File: src/rtl/core/rgbhsv_pkg.sv
// Shared types and constants for the RGB to HSV converter.
package rgbhsv_pkg;

  localparam int CHAN_W = 8;

  localparam logic [CHAN_W-1:0] HUE_SCALE     = 8'd43;
  localparam logic [CHAN_W-1:0] HUE_OFS_RED   = 8'd0;
  localparam logic [CHAN_W-1:0] HUE_OFS_GREEN = 8'd85;
  localparam logic [CHAN_W-1:0] HUE_OFS_BLUE  = 8'd171;

  typedef enum logic [1:0] {
    SEC_RED,
    SEC_GREEN,
    SEC_BLUE
  } sector_t;

  // Per-pixel data carried alongside the dividers.
  typedef struct packed {
    logic [CHAN_W-1:0] brightness;
    sector_t           sector;
    logic              neg;
  } side_t;

endpackage

File: src/rtl/core/rgbhsv_div.sv
// Pipelined dual restoring divider, one quotient bit per stage, elastic handshake.
module rgbhsv_div #(
  parameter int W = 8
) (
  input  logic                  clk,
  input  logic                  rst,
  input  logic                  in_valid,
  output logic                  in_ready,
  input  logic [2*W-1:0]        in_num_a,
  input  logic [W-1:0]          in_den_a,
  input  logic [2*W-1:0]        in_num_b,
  input  logic [W-1:0]          in_den_b,
  input  rgbhsv_pkg::side_t     in_side,
  output logic                  out_valid,
  input  logic                  out_ready,
  output logic [W-1:0]          out_quo_a,
  output logic [W-1:0]          out_quo_b,
  output rgbhsv_pkg::side_t     out_side
);

  // One restoring step: returns {remainder, shifted dividend/quotient}.
  function automatic logic [2*W-1:0] div_step(input logic [W-1:0] rem,
                                              input logic [W-1:0] sh,
                                              input logic [W-1:0] den);
    logic [W:0] t;
    logic [W:0] diff;
    t    = {rem, sh[W-1]};
    diff = t - {1'b0, den};
    if (t >= {1'b0, den}) begin
      return {diff[W-1:0], sh[W-2:0], 1'b1};
    end else begin
      return {t[W-1:0], sh[W-2:0], 1'b0};
    end
  endfunction

  logic [W-1:0]      v;
  logic [W:0]        en;
  logic [W-1:0]      rem_a [W];
  logic [W-1:0]      sh_a  [W];
  logic [W-1:0]      den_a [W];
  logic [W-1:0]      rem_b [W];
  logic [W-1:0]      sh_b  [W];
  logic [W-1:0]      den_b [W];
  rgbhsv_pkg::side_t side  [W];

  always_comb begin
    en[W] = out_ready;
    for (int k = W - 1; k >= 0; k--) begin
      en[k] = !v[k] || en[k+1];
    end
  end

  assign in_ready = en[0];

  for (genvar k = 0; k < W; k++) begin : g_stage
    logic              src_v;
    logic [W-1:0]      src_rem_a, src_sh_a, src_den_a;
    logic [W-1:0]      src_rem_b, src_sh_b, src_den_b;
    rgbhsv_pkg::side_t src_side;

    if (k == 0) begin : g_first
      assign src_v     = in_valid;
      assign src_rem_a = in_num_a[2*W-1:W];
      assign src_sh_a  = in_num_a[W-1:0];
      assign src_den_a = in_den_a;
      assign src_rem_b = in_num_b[2*W-1:W];
      assign src_sh_b  = in_num_b[W-1:0];
      assign src_den_b = in_den_b;
      assign src_side  = in_side;
    end else begin : g_next
      assign src_v     = v[k-1];
      assign src_rem_a = rem_a[k-1];
      assign src_sh_a  = sh_a[k-1];
      assign src_den_a = den_a[k-1];
      assign src_rem_b = rem_b[k-1];
      assign src_sh_b  = sh_b[k-1];
      assign src_den_b = den_b[k-1];
      assign src_side  = side[k-1];
    end

    always_ff @(posedge clk) begin
      if (rst) begin
        v[k] <= 1'b0;
      end else if (en[k]) begin
        v[k] <= src_v;
      end
    end

    always_ff @(posedge clk) begin
      if (en[k]) begin
        {rem_a[k], sh_a[k]} <= div_step(src_rem_a, src_sh_a, src_den_a);
        {rem_b[k], sh_b[k]} <= div_step(src_rem_b, src_sh_b, src_den_b);
        den_a[k]            <= src_den_a;
        den_b[k]            <= src_den_b;
        side[k]             <= src_side;
      end
    end
  end

  assign out_valid = v[W-1];
  assign out_quo_a = sh_a[W-1];
  assign out_quo_b = sh_b[W-1];
  assign out_side  = side[W-1];

endmodule

File: src/rtl/core/rgb_to_hsv_8bit_converter.sv
// Top level of the 8-bit RGB to HSV pixel converter.
//
// Input channel: pixel_valid/pixel_ready carry red, green, blue.
// Output channel: hsv_valid/hsv_ready carry hue, saturation, brightness.
// Brightness is the largest channel, saturation is floor(255*delta/max),
// hue sits on a 256-step wheel with 43-step sectors. Black and grey
// pixels give hue 0 and saturation 0.
//
// Throughput: one pixel per clock while the receiver keeps hsv_ready high.
// Pipeline: 11 register stages: two front stages (max/min and sector select,
// then delta and numerators), eight divider stages that each resolve one
// quotient bit of both divisions, and one output stage that applies the
// hue offset.
//
// Reset clears every stage valid bit; no pixel is in flight afterwards.
// Each stage holds its item when the stage after it is full and blocked,
// so a stalled receiver only backs up the pipeline as far as it is full;
// empty stages keep accepting pixels until the last one is occupied.
module rgb_to_hsv_8bit_converter (
  input  logic       clk,
  input  logic       rst,
  input  logic       pixel_valid,
  output logic       pixel_ready,
  input  logic [7:0] red,
  input  logic [7:0] green,
  input  logic [7:0] blue,
  output logic       hsv_valid,
  input  logic       hsv_ready,
  output logic [7:0] hue,
  output logic [7:0] saturation,
  output logic [7:0] brightness
);

  localparam int W = rgbhsv_pkg::CHAN_W;

  // stage 1: max, min, sector, channel difference magnitude
  logic                v1;
  logic                en1;
  logic [W-1:0]        vmax1, vmin1, dmag1;
  rgbhsv_pkg::sector_t sec1;
  logic                neg1;

  rgbhsv_pkg::sector_t sec_next;
  logic [W-1:0]        vmax_next, vmin_next, dmag_next;
  logic                neg_next;
  logic [W:0]          d_gb, d_br, d_rg, d_sel;

  // stage 2: delta and dividends
  logic                v2;
  logic                en2;
  logic [2*W-1:0]      num_sat2, num_hue2;
  logic [W-1:0]        delta2;
  rgbhsv_pkg::side_t   side2;
  logic [W-1:0]        delta_next;

  // divider and output stage
  logic                div_ready, div_valid, en3;
  logic [W-1:0]        quo_sat, quo_hue;
  rgbhsv_pkg::side_t   div_side;
  logic [W-1:0]        hue_next, hue_off, hue_q;

  always_comb begin
    if (red >= green && red >= blue) begin
      sec_next  = rgbhsv_pkg::SEC_RED;
      vmax_next = red;
    end else if (green >= blue) begin
      sec_next  = rgbhsv_pkg::SEC_GREEN;
      vmax_next = green;
    end else begin
      sec_next  = rgbhsv_pkg::SEC_BLUE;
      vmax_next = blue;
    end
    if (red <= green && red <= blue) begin
      vmin_next = red;
    end else if (green <= blue) begin
      vmin_next = green;
    end else begin
      vmin_next = blue;
    end
    d_gb = {1'b0, green} - {1'b0, blue};
    d_br = {1'b0, blue} - {1'b0, red};
    d_rg = {1'b0, red} - {1'b0, green};
    case (sec_next)
      rgbhsv_pkg::SEC_RED:   d_sel = d_gb;
      rgbhsv_pkg::SEC_GREEN: d_sel = d_br;
      default:               d_sel = d_rg;
    endcase
    neg_next  = d_sel[W];
    dmag_next = d_sel[W] ? W'(-d_sel) : d_sel[W-1:0];
  end

  assign en1         = !v1 || en2;
  assign en2         = !v2 || div_ready;
  assign pixel_ready = en1;

  always_ff @(posedge clk) begin
    if (rst) begin
      v1 <= 1'b0;
      v2 <= 1'b0;
    end else begin
      if (en1) begin
        v1 <= pixel_valid;
      end
      if (en2) begin
        v2 <= v1;
      end
    end
  end

  assign delta_next = vmax1 - vmin1;

  always_ff @(posedge clk) begin
    if (en1) begin
      vmax1 <= vmax_next;
      vmin1 <= vmin_next;
      dmag1 <= dmag_next;
      sec1  <= sec_next;
      neg1  <= neg_next;
    end
    if (en2) begin
      delta2           <= delta_next;
      num_sat2         <= {delta_next, {W{1'b0}}} - {{W{1'b0}}, delta_next};
      num_hue2         <= (2*W)'(dmag1) * (2*W)'(rgbhsv_pkg::HUE_SCALE);
      side2.brightness <= vmax1;
      side2.sector     <= sec1;
      side2.neg        <= neg1;
    end
  end

  rgbhsv_div #(
    .W (W)
  ) u_div (
    .clk       (clk),
    .rst       (rst),
    .in_valid  (v2),
    .in_ready  (div_ready),
    .in_num_a  (num_sat2),
    .in_den_a  (side2.brightness),
    .in_num_b  (num_hue2),
    .in_den_b  (delta2),
    .in_side   (side2),
    .out_valid (div_valid),
    .out_ready (en3),
    .out_quo_a (quo_sat),
    .out_quo_b (quo_hue),
    .out_side  (div_side)
  );

  always_comb begin
    case (div_side.sector)
      rgbhsv_pkg::SEC_RED:   hue_off = rgbhsv_pkg::HUE_OFS_RED;
      rgbhsv_pkg::SEC_GREEN: hue_off = rgbhsv_pkg::HUE_OFS_GREEN;
      default:               hue_off = rgbhsv_pkg::HUE_OFS_BLUE;
    endcase
    hue_q    = div_side.neg ? W'(-quo_hue) : quo_hue;
    hue_next = hue_off + hue_q;
  end

  assign en3 = !hsv_valid || hsv_ready;

  always_ff @(posedge clk) begin
    if (rst) begin
      hsv_valid <= 1'b0;
    end else if (en3) begin
      hsv_valid <= div_valid;
    end
  end

  always_ff @(posedge clk) begin
    if (en3) begin
      brightness <= div_side.brightness;
      if (div_side.brightness == '0 || quo_sat == '0) begin
        saturation <= '0;
        hue        <= '0;
      end else begin
        saturation <= quo_sat;
        hue        <= hue_next;
      end
    end
  end

endmodule
File: config.mk
export PLATFORM = sky130hd
export DESIGN_NAME = rgb_to_hsv_8bit_converter
export DESIGN_NICKNAME = d
export VERILOG_FILES = /design/src/rtl/core/rgbhsv_pkg.sv /design/src/rtl/core/rgbhsv_div.sv /design/src/rtl/core/rgb_to_hsv_8bit_converter.sv
export SDC_FILE = /design/constraint.sdc
export NUM_CORES = 1
export LEC_CHECK = 0
export BUFFER_PORTS_ARGS = -buffer_cell sky130_fd_sc_hd__buf_2
export CAP_MARGIN = 5
export CORE_ASPECT_RATIO = 1.25
export CORE_MARGIN = 1.5
export CORE_UTILIZATION = 35
export DETAILED_ROUTE_END_ITERATION = 10
export HOLD_SLACK_MARGIN = 0.06
export PLACE_DENSITY = 0.5
export RECOVER_POWER = 25
export SLEW_MARGIN = 20
export SYNTH_ARGS = -nofsm -noshare
export SYNTH_HDL_FRONTEND = slang
export SYNTH_HIERARCHICAL = 1
export SYNTH_SLANG_ARGS = --single-unit
File: constraint.sdc
create_clock -name clk -period 11.3 [get_ports clk]
set_clock_uncertainty 0.2 [all_clocks]
set_input_delay 2.26 -clock clk [delete_from_list [all_inputs] [get_ports clk]]
set_output_delay 2.26 -clock clk [all_outputs]
set_load 0.05 [all_outputs]
## Word level (Yosys, flattened, before mapping)

Memory sizes are Yosys's and may differ from the RTL's.
Cells that the tools add are included.

| word-level totals | value |
|---|---|
| register bits after elaboration | 351 |
| latch bits | 0 |
| RAM bits | 216 |
| bits in read-only memories | 0 |
| input bits | 28 |
| output and inout port bits | 26 |
| logic and storage cells | 177 |
| memories | 3 |

| operators by class | value |
|---|---|
| add/sub/neg operators | 22 |
| multipliers | 1 |
| divide/modulo/power cells | 0 |
| magnitude comparators | 22 |
| eq/ne operators | 2 |
| shift operators | 0 |
| muxes and demuxes | 42 |
| bitwise logic cells | 0 |
| reductions and logical operators | 29 |

Memory list:

| memory | words | bits a word | rd ports | clocked after Yosys merged registers in | wr ports | RTL line | text |
|---|---|---|---|---|---|---|---|
| u_div.side | 8 | 11 | 8 | 0 | 8 | rgbhsv_div.sv:44 | `rgbhsv_pkg::side_t side [W];` |
| u_div.den_a | 8 | 8 | 7 | 0 | 8 | rgbhsv_div.sv:40 | `logic [W-1:0] den_a [W];` |
| u_div.den_b | 8 | 8 | 7 | 0 | 8 | rgbhsv_div.sv:43 | `logic [W-1:0] den_b [W];` |

Operators by type and width:

| operator | count |
|---|---|
| $mux W16 | 13 |
| $ge A9 B8 Y1 | 15 |
| $sub A8 B8 Y8 | 14 |
| $mux W8 | 6 |
| $sub A8 B8 Y9 | 3 |
| $ge A8 B8 Y1 | 3 |
| $le A8 B8 Y1 | 3 |
| $mux W1 | 18 |
| $pmux W9 S2 | 1 |
| $logic_not A8 Y1 | 2 |
| $neg A8 Y8 | 2 |
| $pmux W8 S2 | 1 |
| $sub A16 B8 Y16 | 1 |
| $mux W15 | 1 |
| $mul A8 B6 Y14 const B | 1 |
| $logic_or A1 B1 Y1 | 12 |
| $logic_not A1 Y1 | 11 |
| $add A8 B8 Y8 | 1 |
| $ge A7 B8 Y1 | 1 |
| $sub A7 B8 Y8 | 1 |
| $eq A2 B1 Y1 const B | 2 |
| $logic_not A2 Y1 | 2 |
| $mux W2 | 2 |
| $logic_and A1 B1 Y1 | 2 |

## Longest topological paths before layout

| logic depth | value |
|---|---|
| word-level depth | 12 |
| depth in mapped cells | 17 |
| gate-level depth less buffers | 14 |

## Hierarchy

Netlist, hierarchy kept.

By module, submodules not included:

| module | times used | cells an instance | area each (µm²) | sequential area each (µm²) |
|---|---|---|---|---|
| rgbhsv_div | 1 | 1400 | 20454.6 | 13372.8 |
| rgb_to_hsv_8bit_converter | 1 | 655 | 7029.2 | 3032.9 |

## Worst setup path after synthesis

No wires, ideal clock.

| timing path | value |
|---|---|
| path kind | input-to-output |
| start point | input port hsv_ready |
| end point | output port pixel_ready |
| arrival | 8269 ps |
| data required time | 8840 ps |
| slack | 571 ps |
| cell stages on the path | 7 |
| buffers on the path | 0 |
| cell sequence | nand2b_1 nor2b_1 nand2_1 nor2_1 nand4_1 nor2b_1 nand2_1 |

| between the ends | value |
|---|---|
| word-level cells in the longest chain between the ends | 11 |

RTL lines:

| item | RTL line | text |
|---|---|---|
| start, declared | rgb_to_hsv_8bit_converter.sv:28 | `input logic hsv_ready,` |
| $logic_or A1 B1 Y1 | rgb_to_hsv_8bit_converter.sv:159 | `assign en3 = !hsv_valid \|\| hsv_ready;` |
| $logic_or A1 B1 Y1 (2 in series) | rgbhsv_div.sv:49 | `en[k] = !v[k] \|\| en[k+1];` |
| via u_div.en[6] | rgbhsv_div.sv:37 | `logic [W:0] en;` |
| $logic_or A1 B1 Y1 (6 in series) | rgbhsv_div.sv:49 |  |
| via div_ready | rgb_to_hsv_8bit_converter.sv:57 | `logic div_ready, div_valid, en3;` |
| $logic_or A1 B1 Y1 | rgb_to_hsv_8bit_converter.sv:93 | `assign en2 = !v2 \|\| div_ready;` |
| $logic_or A1 B1 Y1 | rgb_to_hsv_8bit_converter.sv:92 | `assign en1 = !v1 \|\| en2;` |
| end, declared | rgb_to_hsv_8bit_converter.sv:23 | `output logic pixel_ready,` |

The timed path passes the listed nets, and every way through them passes these cells.

## Worst setup path after layout

| timing path | value |
|---|---|
| start point | input port hsv_ready |
| end point | output port pixel_ready |

| between the ends | value |
|---|---|
| word-level cells in the longest chain between the ends | 11 |

RTL lines:

| item | RTL line |
|---|---|
| $logic_or A1 B1 Y1 | rgb_to_hsv_8bit_converter.sv:159 |
| via en3 | rgb_to_hsv_8bit_converter.sv:57 |
| $logic_or A1 B1 Y1 (2 in series) | rgbhsv_div.sv:49 |
| via u_div.en[6] | rgbhsv_div.sv:37 |
| $logic_or A1 B1 Y1 (6 in series) | rgbhsv_div.sv:49 |
| via div_ready | rgb_to_hsv_8bit_converter.sv:57 |
| $logic_or A1 B1 Y1 | rgb_to_hsv_8bit_converter.sv:93 |
| $logic_or A1 B1 Y1 | rgb_to_hsv_8bit_converter.sv:92 |

The timed path passes the listed nets, and every way through them passes these cells.

==> flow_metrics.py <==
metrics = {
    "synthesis": {
        "async_flop_share_pct": 0,
        "synth_cell_types": 80,
        "avgSynthCellArea_sq_um": 13.37,
        "synth_ff_type": "edfxtp_1",
        "yosys.area.top_type": "edfxtp_1",
        "ys_ff_latch": 550,
        "yosys-top-cells-count": "edfxtp_1 (539), inv_1 (257), ha_1 (205), a21oi_1 (116), nor2_1 (98)",
        "synth_edf_count": 539,
        "synth_top_area_share_pct": 58.89,
        "synth_most_common_cell": "edfxtp_1",
        "ys_seq_area_share_pct": 59.69,
        "synth_warnings": 6,
        "syn_inst": 2055,
        "ys_top_cells_by_area": "edfxtp_1 (59%), ha_1 (9.3%), inv_1 (3.5%), mux2_2 (3.1%), xnor2_1 (2.7%)",
        "syn_area_sq_um": 27480,
    },
    "setup_path": {
        "slowest_delay_ns": 0.44,
        "crit_buf_inv": 5,
        "r2r_cells": 14,
        "criticalPathCategory": "in -> out",
        "crit_required_ns": 8.84,
        "crit_fanout": 61,
        "path_cells": "buf_2 > nand2b_1 > buf_4 > nor2b_1 > nand2_2 > nor2_1 > nand4_1 > buf_4 > nor2b_1 > nand2_1 > buf_4 > buf_2",
        "crit_top_cell": "buf_4",
        "crit_arrival_ns": 5.15,
        "critPathLaunchType": "input pin",
        "cp_top_family": "simple AND/OR/NAND/NOR gates",
        "crit_path_end_kind": "output port",
        "cp_slowest_cell": "nor2_1",
        "cp.depth": 12,
    },
    "min_path": {
        "hold_depth": 0,
        "hold_class": "reg -> reg",
    },
    "global_routing": {
        "grt_max_degree": 62,
        "grt_pass1_vias": 15790,
        "grt_pass1_wl_microns": 76320,
        "grt_overflow_total": 0,
        "grt_usage_pct": 11.66,
        "antenna_found_initial": 0,
    },
    "routing": {
        "drt_wl_total_microns": 46420,
        "post-route-drc-count": 0,
        "vias_per_cell": 4.727,
        "final_antenna_net_count": 0,
        "drt-initial-drc-count": 472,
        "vias": 15330,
        "drt-pass1-iter-count": 5,
        "wl_per_cell_microns": 14.31,
    },
    "clock_network": {
        "cts_made_buffers": 54,
        "insertion_delay_ns": 0.59,
        "cts.clk_slew.worst_paths_ns": 0.06,
        "cts_root_buf": "clkbuf_16",
        "hold_buffers": 0,
        "htree_levels": 2,
        "clock_sinks": 550,
        "tritoncts": "done",
        "cts_setup_buffers": 0,
        "cts-resized-gates": 0,
        "clk_path_buf_depth": 3,
    },
    "pwr": {
        "power.leakage_uw": 0.01253,
        "peakVddDrop_mv": 0.1434,
        "finalPower_uw": 10310,
        "power_density_nw_per_um2": 334.2,
    },
    "floorplanning": {
        "rows": 114,
        "pin_count": 54,
        "dieHeight_microns": 316.3,
        "die_area_sq_um": 80230,
        "initial_core_util_pct": 35.42,
        "die_w_microns": 253.6,
        "coreArea_sq_um": 77590,
    },
    "status": {
        "outcome": "completed",
    },
    "cells_and_area": {
        "diodes": 0,
        "nNetsFinal": 2415,
        "ff_latch_area_sq_um": 16410,
        "drive_gt1_share_pct": 12.37,
        "syn_to_final_growth_pct": 12.20,
        "fill_cells": 7279,
        "multi_input_area_sq_um": 10010,
        "fin_util_pct": 39.74,
    },
    "timing": {
        "rsz0062_at_grt": "false",
        "report.final.slew_viol_count": 0,
        "fin_crit_ns": 7.612,
        "finalHoldViolCount": 0,
        "setup-violations-final": 0,
        "setup_tns_ns": 0,
        "fin_crit_sh_pct": 67.36,
        "tightest_slew_ns": 0.9673,
        "relSlewSlack_pct": 35.37,
        "layout_setup_ws_ns": 3.688,
        "fmax_ghz": 0.1314,
    },
    "place": {
        "place_congestion": 0.8593,
        "pre_cts_slack_ns": 3.694,
        "post-dp-hpwl_microns": 35520,
        "port_buffers": 53,
    },
    "job": {
        "max_cap_viol_count": 0,
    },
}
final cells by class:
cell class | count | area share [%]
inverters | 258 | 3.149
clock inverters | 40 | 1.254
repair buffers | 63 | 1.104
flip-flops and latches | 550 | 53.20
well taps | 1044 | 4.236
clock buffers | 61 | 4.601
multi-input cells | 1227 | 32.46
final timing paths:
kind	startpoint	endpoint	slack, ns
worst min-delay path	u_div/g_stage[3].src_sh_b[0]	u_div/g_stage[4].src_sh_b[1]	0.20
worst min register to register	u_div/g_stage[3].src_sh_b[0]	u_div/g_stage[4].src_sh_b[1]	0.20
worst max register to register	dmag1[3]	num_hue2[13]	7.30
worst max-delay path	hsv_ready	pixel_ready	3.69
routing by layer:
metal  GRT usage (%)  vias to the layer above  wire (microns)
met5               0                        -               0
met4           5.317                        0            1926
met3           1.806                      115            1555
met2           22.37                      235           24400
met1           12.43                     7256           18540
li1                -                     7724               -
metrics by stage:
stage	area (sq um)	cells	hold slack, ns
detailed placement	29030	3142	0.2045
global route	30840	3243	0.2153
global placement	29030	3142	0.2051
CTS	30830	3243	0.1962
finish	30840	3243	0.1953
floorplan	27500	2058	0.2003
where the power goes:
part	internal (uW)	switching [uW]	leakage (uW)
sequential	3480	370	0.00574
clock	1040	749	0.000877
combinational	2200	2460	0.00592
total	6720	3580	0.0125
registers in the layout, indices dropped and copies added (netlist names), 2 cells and up:
signal	cells
vmin1	8
sec1	2
u_div/den_b	56
brightness	8
side2	11
hue	8
u_div/out_quo_b	8
u_div/side	88
u_div/den_a	56
dmag1	8
num_sat2	16
u_div/g_stage.src_rem_a	56
saturation	8
u_div/g_stage.src_sh_b	56
delta2	7
u_div/out_quo_a	8
u_div/g_stage.src_v	7
num_hue2	14
u_div/g_stage.src_sh_a	56
vmax1	8
u_div/g_stage.src_rem_b	56
logic make-up (layout without fill, tap and decap cells):
kind of cell | after synthesis | in the layout | share of synthesized area [%]
other cells | 1 | 4 | 0.01364
flops | 550 | 550 | 59.69
mux | 122 | 122 | 4.794
compound gates | 383 | 383 | 9.551
buf+inv | 281 | 422 | 3.993
fa+ha+maj | 233 | 233 | 11.37
simple gates | 381 | 381 | 7.175
xor+xnor | 104 | 104 | 3.410
cell usage in the layout (no fill, tap or decap), types with 9 or more instances in the layout:
master and n:
a211oi_1 17, a21o_1 39, a21oi_1 115, a31oi_1 15, and2_1 14, and3_1 12, buf_2 53, buf_4 10
clkbuf_16 55, clkinv_2 14, dfxtp_1 11, edfxtp_1 539, fa_1 28, ha_1 205, inv_1 254, mux2_2 76
mux2i_1 45, nand2_1 58, nand2b_1 36, nand3_1 26, nand4_1 11, nor2_1 98, nor2b_1 48, nor3_1 24
nor4_1 13, o2111ai_1 10, o211ai_1 11, o21a_1 31, o21ai_0 54, o21bai_1 9, or2_2 11, xnor2_1 86
xor2_1 16
Power figures use the tool's default switching activity.
